==> src/hdl/selected_line_byte_filter_macros.svh <==
// Assertion helpers for the line filter.
`ifndef SELECTED_LINE_BYTE_FILTER_MACROS_SVH
`define SELECTED_LINE_BYTE_FILTER_MACROS_SVH

// Same-cycle implication, sampled on clk, off during reset.
`define SLBF_ASSERT_NOW(label, ante, cons, msg) \
    label: assert property (@(posedge clk) disable iff (!rst_n) (ante) |-> (cons)) \
        else $error(msg);

// Next-cycle implication, sampled on clk, off during reset.
`define SLBF_ASSERT_NEXT(label, ante, cons, msg) \
    label: assert property (@(posedge clk) disable iff (!rst_n) (ante) |=> (cons)) \
        else $error(msg);

`endif

==> src/hdl/slbf_pkg.sv <==
`timescale 1ns / 1ps
package slbf_pkg;

    localparam int LINE_W = 31;
    localparam int BYTE_W = 8;
    localparam logic [LINE_W-1:0] LINE_MAX = '1;
    localparam logic [BYTE_W-1:0] NEWLINE = 8'h0A;

    typedef enum logic [1:0] {
        CMD_CLEAR   = 2'd0,
        CMD_INSERT  = 2'd1,
        CMD_DATA    = 2'd2,
        CMD_RESTART = 2'd3
    } cmd_t;

    // broadcast to every cell
    typedef struct packed {
        logic              go;
        cmd_t              cmd;
        logic [LINE_W-1:0] line_number;
        logic [LINE_W-1:0] line_counter;
    } slbf_ctl_t;

    // handed from one cell to the next one up
    typedef struct packed {
        logic [LINE_W-1:0] value;
        logic              valid;
        logic              lt;
        logic              dup;
        logic              hand;
    } slbf_link_t;

    typedef struct packed {
        logic valid;
        logic ptr;
        logic match;
    } slbf_stat_t;

endpackage

==> src/hdl/slbf_if.sv <==
`timescale 1ns / 1ps
interface slbf_in_if;
    logic                         valid;
    logic                         ready;
    slbf_pkg::cmd_t               cmd;
    logic [slbf_pkg::LINE_W-1:0]  line_number;
    logic [slbf_pkg::BYTE_W-1:0]  data_byte;

    modport source (output valid, output cmd, output line_number, output data_byte,
                    input ready);
    modport sink   (input valid, input cmd, input line_number, input data_byte,
                    output ready);
endinterface

interface slbf_out_if;
    logic                         valid;
    logic                         ready;
    logic [slbf_pkg::BYTE_W-1:0]  out_byte;
    logic [slbf_pkg::LINE_W-1:0]  out_line;

    modport source (output valid, output out_byte, output out_line, input ready);
    modport sink   (input valid, input out_byte, input out_line, output ready);
endinterface

==> src/hdl/slbf_cell.sv <==
`timescale 1ns / 1ps
module slbf_cell #(
    parameter bit IS_HEAD = 1'b0
) (
    input  logic                 clk,
    input  logic                 rst_n,
    input  slbf_pkg::slbf_ctl_t  ctl,
    input  slbf_pkg::slbf_link_t left,
    output slbf_pkg::slbf_link_t right,
    output slbf_pkg::slbf_stat_t stat
);
    import slbf_pkg::*;

    logic [LINE_W-1:0] value_reg, value_next;
    logic              valid_reg, valid_next;
    logic              ptr_reg, ptr_next;

    logic lt, eq, is_pos, dup_here, adv, here;

    always_comb
    begin
        lt       = valid_reg && (value_reg < ctl.line_number);
        eq       = valid_reg && (value_reg == ctl.line_number);
        // first cell not below the new number is where it lands
        is_pos   = !lt && left.lt;
        // a duplicate found at the landing cell blocks the shift above it
        dup_here = is_pos ? eq : left.dup;
        adv      = ptr_reg && valid_reg && (ctl.line_counter > value_reg);
        here     = (ptr_reg && !adv) || left.hand;
    end

    always_comb
    begin
        right.value = value_reg;
        right.valid = valid_reg;
        right.lt    = lt;
        right.dup   = dup_here;
        right.hand  = adv;
        stat.valid  = valid_reg;
        stat.ptr    = ptr_reg;
        stat.match  = here && valid_reg && (value_reg == ctl.line_counter);
    end

    always_comb
    begin
        value_next = value_reg;
        valid_next = valid_reg;
        ptr_next   = ptr_reg;
        if (ctl.go)
        begin
            unique case (ctl.cmd)
                CMD_CLEAR:
                begin
                    valid_next = 1'b0;
                    ptr_next   = IS_HEAD;
                end
                CMD_INSERT:
                begin
                    if ((ctl.line_number != '0) && !lt && !dup_here)
                    begin
                        value_next = is_pos ? ctl.line_number : left.value;
                        valid_next = is_pos || left.valid;
                    end
                end
                CMD_DATA:
                begin
                    ptr_next = here;
                end
                CMD_RESTART:
                begin
                    ptr_next = IS_HEAD;
                end
                default:
                begin
                    ptr_next = ptr_reg;
                end
            endcase
        end
    end

    always_ff @(posedge clk or negedge rst_n)
    begin
        if (!rst_n)
        begin
            valid_reg <= 1'b0;
            ptr_reg   <= IS_HEAD;
        end
        else
        begin
            valid_reg <= valid_next;
            ptr_reg   <= ptr_next;
        end
    end

    always_ff @(posedge clk)
    begin
        value_reg <= value_next;
    end

endmodule

==> src/hdl/selected_line_byte_filter.sv <==
// Selected line byte filter.
// in_ch carries requests: cmd, line_number, data_byte. Clear empties the
// table and rewinds the stream; insert adds a line number to the sorted
// table (zero and duplicates ignored, largest entry dropped when full);
// data counts a text byte into lines; restart rewinds the stream only.
// out_ch carries one request per passed byte: out_byte and its out_line.
// A data request whose line is the current table entry produces a result
// in the output register in the cycle after acceptance.
// Throughput is one request per cycle while in_ch.ready is high: every table
// cell compares and shifts in the same cycle, the stream pointer is a token
// that moves at most one cell per byte.
// in_ch.ready is low only while a result sits in the output register and
// out_ch.ready is low; a stalled receiver holds the result steady.
// Reset: table empty, pointer at the first cell, line counter at one,
// no result pending. No clearing pass is needed.
`timescale 1ns / 1ps
module selected_line_byte_filter #(
    parameter int TABLE_DEPTH = 16
) (
    input  logic          clk,
    input  logic          rst_n,
    slbf_in_if.sink       in_ch,
    slbf_out_if.source    out_ch
);
    import slbf_pkg::*;

    `include "selected_line_byte_filter_macros.svh"

    slbf_ctl_t               ctl;
    slbf_link_t              links [TABLE_DEPTH+1];
    slbf_stat_t              stats [TABLE_DEPTH];
    logic [TABLE_DEPTH-1:0]  valid_vec, ptr_vec, match_vec;

    logic [LINE_W-1:0] line_counter_reg, line_counter_next;
    logic              out_valid_reg, out_valid_next;
    logic [BYTE_W-1:0] out_byte_reg, out_byte_next;
    logic [LINE_W-1:0] out_line_reg, out_line_next;
    logic              go, hit, non_data_go;

    assign in_ch.ready = !out_valid_reg || out_ch.ready;
    assign go          = in_ch.valid && in_ch.ready;
    assign non_data_go = go && (in_ch.cmd != CMD_DATA);

    always_comb
    begin
        ctl.go           = go;
        ctl.cmd          = in_ch.cmd;
        ctl.line_number  = in_ch.line_number;
        ctl.line_counter = line_counter_reg;
    end

    // boundary below the first cell: everything is "less than" here
    always_comb
    begin
        links[0].value = '0;
        links[0].valid = 1'b0;
        links[0].lt    = 1'b1;
        links[0].dup   = 1'b0;
        links[0].hand  = 1'b0;
    end

    for (genvar i = 0; i < TABLE_DEPTH; i++)
    begin : g_cell
        slbf_cell #(
            .IS_HEAD (i == 0)
        ) u_cell (
            .clk   (clk),
            .rst_n (rst_n),
            .ctl   (ctl),
            .left  (links[i]),
            .right (links[i+1]),
            .stat  (stats[i])
        );
        assign valid_vec[i] = stats[i].valid;
        assign ptr_vec[i]   = stats[i].ptr;
        assign match_vec[i] = stats[i].match;
    end

    assign hit = |match_vec;

    always_comb
    begin
        line_counter_next = line_counter_reg;
        out_valid_next    = out_valid_reg;
        out_byte_next     = out_byte_reg;
        out_line_next     = out_line_reg;
        if (out_ch.ready)
        begin
            out_valid_next = 1'b0;
        end
        if (go)
        begin
            unique case (in_ch.cmd)
                CMD_CLEAR, CMD_RESTART:
                begin
                    line_counter_next = LINE_W'(1);
                end
                CMD_DATA:
                begin
                    if (hit)
                    begin
                        out_valid_next = 1'b1;
                        out_byte_next  = in_ch.data_byte;
                        out_line_next  = line_counter_reg;
                    end
                    if ((in_ch.data_byte == NEWLINE) && (line_counter_reg != LINE_MAX))
                    begin
                        line_counter_next = line_counter_reg + LINE_W'(1);
                    end
                end
                CMD_INSERT:
                begin
                    line_counter_next = line_counter_reg;
                end
                default:
                begin
                    line_counter_next = line_counter_reg;
                end
            endcase
        end
    end

    always_ff @(posedge clk or negedge rst_n)
    begin
        if (!rst_n)
        begin
            line_counter_reg <= LINE_W'(1);
            out_valid_reg    <= 1'b0;
        end
        else
        begin
            line_counter_reg <= line_counter_next;
            out_valid_reg    <= out_valid_next;
        end
    end

    always_ff @(posedge clk)
    begin
        out_byte_reg <= out_byte_next;
        out_line_reg <= out_line_next;
    end

    assign out_ch.valid    = out_valid_reg;
    assign out_ch.out_byte = out_byte_reg;
    assign out_ch.out_line = out_line_reg;

    `SLBF_ASSERT_NOW(a_valid_prefix, 1'b1, ((valid_vec >> 1) & ~valid_vec) == '0, "table holes")
    `SLBF_ASSERT_NOW(a_one_token, 1'b1, $onehot0(ptr_vec), "more than one stream pointer")
    `SLBF_ASSERT_NEXT(a_result_only_data, non_data_go, !$rose(out_valid_reg), "stray result")
    `SLBF_ASSERT_NOW(a_counter_nonzero, 1'b1, line_counter_reg != '0, "line counter at zero")

endmodule
==> src/flat_wrapper.sv <==
// flat-port wrapper written by rule: the top's interface ports become plain ports
module selected_line_byte_filter_flat import slbf_pkg::*;
#(
    parameter int TABLE_DEPTH = 16
)
  (clk, rst_n, in_ch_valid, in_ch_cmd, in_ch_line_number, in_ch_data_byte, in_ch_ready, out_ch_valid, out_ch_out_byte, out_ch_out_line, out_ch_ready);
  slbf_in_if in_ch_i ();
  slbf_out_if out_ch_i ();
  input  logic clk;
  input  logic rst_n;
  input wire logic [$bits(in_ch_i.valid)-1:0] in_ch_valid;
  input wire logic [$bits(in_ch_i.cmd)-1:0] in_ch_cmd;
  input wire logic [$bits(in_ch_i.line_number)-1:0] in_ch_line_number;
  input wire logic [$bits(in_ch_i.data_byte)-1:0] in_ch_data_byte;
  output wire logic [$bits(in_ch_i.ready)-1:0] in_ch_ready;
  output wire logic [$bits(out_ch_i.valid)-1:0] out_ch_valid;
  output wire logic [$bits(out_ch_i.out_byte)-1:0] out_ch_out_byte;
  output wire logic [$bits(out_ch_i.out_line)-1:0] out_ch_out_line;
  input wire logic [$bits(out_ch_i.ready)-1:0] out_ch_ready;
  assign in_ch_i.valid = in_ch_valid;
  assign in_ch_i.cmd = in_ch_cmd;
  assign in_ch_i.line_number = in_ch_line_number;
  assign in_ch_i.data_byte = in_ch_data_byte;
  assign in_ch_ready = in_ch_i.ready;
  assign out_ch_valid = out_ch_i.valid;
  assign out_ch_out_byte = out_ch_i.out_byte;
  assign out_ch_out_line = out_ch_i.out_line;
  assign out_ch_i.ready = out_ch_ready;
  selected_line_byte_filter #(.TABLE_DEPTH(TABLE_DEPTH)) u_core (.clk(clk), .rst_n(rst_n), .in_ch(in_ch_i), .out_ch(out_ch_i));
endmodule
==> config.mk <==
export PLATFORM = sky130hd
export DESIGN_NAME = selected_line_byte_filter_flat
export DESIGN_NICKNAME = d
export VERILOG_FILES = /design/src/hdl/slbf_pkg.sv /design/src/hdl/slbf_if.sv /design/src/hdl/slbf_cell.sv /design/src/hdl/selected_line_byte_filter.sv /design/src/flat_wrapper.sv
export VERILOG_INCLUDE_DIRS = /design/src /design/src/hdl
export SDC_FILE = /design/constraint.sdc
export NUM_CORES = 2
export LEC_CHECK = 0
export BUFFER_PORTS_ARGS = -buffer_cell sky130_fd_sc_hd__buf_2
export CORE_MARGIN = 4
export CORE_UTILIZATION = 60
export CTS_CLUSTER_DIAMETER = 200
export DETAILED_ROUTE_END_ITERATION = 12
export GPL_TIMING_DRIVEN = 0
export PLACE_DENSITY_LB_ADDON = 0.12
export SYNTH_ARGS = -nofsm -noshare
export SYNTH_HDL_FRONTEND = slang
export SYNTH_SLANG_ARGS = --single-unit
==> constraint.sdc <==
create_clock -name clk -period 9.2 [get_ports clk]
set_clock_uncertainty 0.1 [all_clocks]
set_input_delay 2.76 -clock clk [delete_from_list [all_inputs] [get_ports clk]]
set_output_delay 2.76 -clock clk [all_outputs]
set_load 0.02 [all_outputs]
==> results.json <==
{
  "vias_per_cell": 6.30,
  "clk_latency_ns": 0.64,
  "power_leakage_nw": 25.6,
  "rows": 104,
  "cts_tree": "yes",
  "grt_pass1_vias": 41300,
  "synth_top_area_cell": "edfxtp_1",
  "largest_reg_flops": 496,
  "synthArstFlopShare_pct": 10.7,
  "grt_setup_unrepaired": "false",
  "area.sequential_sq_um": 17700,
  "coreArea_sq_um": 80400,
  "ys_warn_count": 0,
  "start_util_pct": 60.4,
  "io_buffers": 85,
  "status": "finished clean",
  "wl_per_cell_um": 23.7,
  "area_delta_synth_final_pct": 9.34,
  "path_clk_slew_ns": 0.06,
  "synth_ff_type": "edfxtp_1",
  "avgSynthCellArea_sq_um": 9.36,
  "yosys-top-cells-area": "edfxtp_1 (33%), ha_1 (26%), o21ai_0 (6.4%)",
  "synth_commonest_cells": "ha_1 (996), nand2_1 (672), o21ai_0 (617), inv_1 (565), edfxtp_1 (535)",
  "gp_congestion": 1.02,
  "cts_max_path_buffers": 3,
  "synth_seq_area_share_pct": 36.3,
  "drv_cap": 0,
  "nFillCells": 6602,
  "dr_total_vias": 40900,
  "synth_top_area_share_pct": 33.0,
  "dp_cells": 6356,
  "drtIter0Drc": 2453,
  "fin_area_sq_um": 53200,
  "die_h_um": 293,
  "slew_violations": 0,
  "period_needed_ns": 8.93,
  "max-slew-margin-rel_pct": 10.8,
  "setup_ws_ns": 0.274,
  "ant_nets": 0,
  "firstDrtPassIters": 6,
  "peakVddDrop_mv": 0.131,
  "multiInputGateArea_sq_um": 28400,
  "fin_nets": 6410,
  "cts_setup_buffers": 0,
  "utilization_pct": 66.1,
  "critPathRequiredTime_ns": 9.36,
  "overflow": 0,
  "synth_seq_cells": 599,
  "grt_use_total_pct": 35.3,
  "cts.root.buffer_cell": "clkbuf_16",
  "dpl_cell_area_sq_um": 50800,
  "syn_inst": 5196,
  "finalNonFillerCells": 6487,
  "cp.arrival_ns": 9.09,
  "antenna_found_initial": 0,
  "tns_ns": 0,
  "synth-edff-count": 535,
  "grt_first_pass_wirelength_um": 231000,
  "syn-num-nets": 6237,
  "power.density_nw_per_um2": 131,
  "whs_ns": 0.408,
  "path_class": "in2reg",
  "start_kind": "input pin",
  "synth.distinct_cells": 91,
  "fp.dieArea_sq_um": 85600,
  "yosysMostFrequentCell": "ha_1",
  "hold_violations": 0,
  "htree_levels": 3,
  "io_pins": 86,
  "diodes": 0,
  "chipWidth_um": 293,
  "worst_pin_slew_ns": 1.33,
  "dpl.hpwl_um": 122000,
  "drive_gt1_share_pct": 5.49,
  "max_freq_mhz": 112,
  "pre_cts_ws_ns": -1.38,
  "post-route-period-util_pct": 97.0,
  "power_mw": 6.95,
  "cts_buffers": 74,
  "wirelength_um": 153000,
  "hold_class": "reg2reg",
  "netlist_area_sq_um": 48600,
  "critPathCaptureType": "register",
  "grt_max_degree": 62,
  "clkSinkCount": 599,
  "cp_max_fo": 31,
  "drc": 0,
  "finalSetupViolations": 0
}
critical path: stages:
cell and delay, ns:
buf_2 0.25, inv_1 0.23, clkbuf_2 0.38, buf_12 0.28, ha_1 0.31, nand4_1 0.24, nor4_1 0.68, nand2_1 0.26
a211oi_2 0.61, nor3_1 0.29, a21boi_0 0.30, clkbuf_1 0.53, o31ai_1 0.33, a41oi_2 0.58, a211oi_1 0.24, nor2b_4 0.77
path summary, 6_finish.rpt:
| path | start | cells after the start | end | slack (ns) |
|---|---|---|---|---|
| max | in_ch_line_number[30] | 16 | u_core.g_cell[13].u_cell.value_reg[25]$_DFFE_PP_ | 0.27 |
| min | u_core.g_cell[0].u_cell.ptr_reg$_DFFE_PN1P_ | 2 | u_core.g_cell[0].u_cell.ptr_reg$_DFFE_PN1P_ | 0.41 |
| max reg2reg | u_core.line_counter_reg[26]$_DFFE_PN0P_ | 12 | u_core.out_ch.out_byte[7]$_DFFE_PP_ | 3.14 |
| min reg2reg | u_core.g_cell[0].u_cell.ptr_reg$_DFFE_PN1P_ | 2 | u_core.g_cell[0].u_cell.ptr_reg$_DFFE_PN1P_ | 0.41 |
| max in group asynchronous | rst_n | 2 | u_core.g_cell[0].u_cell.ptr_reg$_DFFE_PN1P_ | 6.55 |
| min in group asynchronous | rst_n | 1 | u_core.line_counter_reg[23]$_DFFE_PN0P_ | 1.82 |
cells in the final DEF (no fill, tap or decap), types with 30 or more instances in the layout:
cell / Yosys / routed
nor2b_1: 63 / 62
o211ai_1: 35 / 35
nor4_1: 41 / 41
dfrtp_1: 62 / 62
nor2_1: 173 / 172
inv_1: 565 / 564
clkbuf_16: 0 / 76
and4_1: 30 / 30
nand4_1: 184 / 184
clkbuf_1: 140 / 127
o21a_1: 60 / 60
ha_1: 996 / 996
nand2_1: 672 / 672
a21oi_1: 258 / 255
buf_2: 1 / 86
nand3_1: 109 / 109
nand2b_1: 35 / 34
a21o_1: 213 / 213
edfxtp_1: 535 / 535
nor3_1: 70 / 68
o21ai_0: 617 / 617
power breakdown:
group	internal (mW)	switching, mW
registers	3.06	0.0942
logic	0.303	0.538
clock network	1.70	1.25
total	5.06	1.88
final cells by class:
type,instances,area share (%)
multi-input cells,3885,53.4
flip-flops and latches,599,33.2
inverters,565,4.00
clock buffers,102,3.93
well taps,1060,2.50
repair buffers,100,1.31
plain buffers,144,1.09
clock inverters,32,0.539
cell families after synthesis:
family	Yosys count	synth area share, %
flops	599	36.3
xor+xnor	27	0.486
mux	22	0.486
compound gates	1378	17.2
buf+inv	712	5.51
fa+ha+maj	996	25.6
simple gates	1462	14.3
layer usage:
| metal | vias to the layer above | wire length [um] | part of all wire [%] | global-route usage [%] |
|---|---|---|---|---|
| li1 | 19500 | - | - | - |
| met1 | 19500 | 55500 | 36 | 38.0 |
| met2 | 1377 | 75300 | 49 | 62.7 |
| met3 | 508 | 7800 | 5.1 | 4.30 |
| met4 | 0 | 14800 | 9.6 | 28.3 |
| met5 | - | 0 | 0 | 0 |
what timing repair did:
action | 4_1_cts | 5_1_grt
pin swaps | 0 | 0
hold buffers | 0 | 0
gates cloned | 0 | 0
endpoints found under the setup margin | 228 | 32
resized for setup | 1 | 2
No activity file was read; power rests on OpenSTA's default activity.
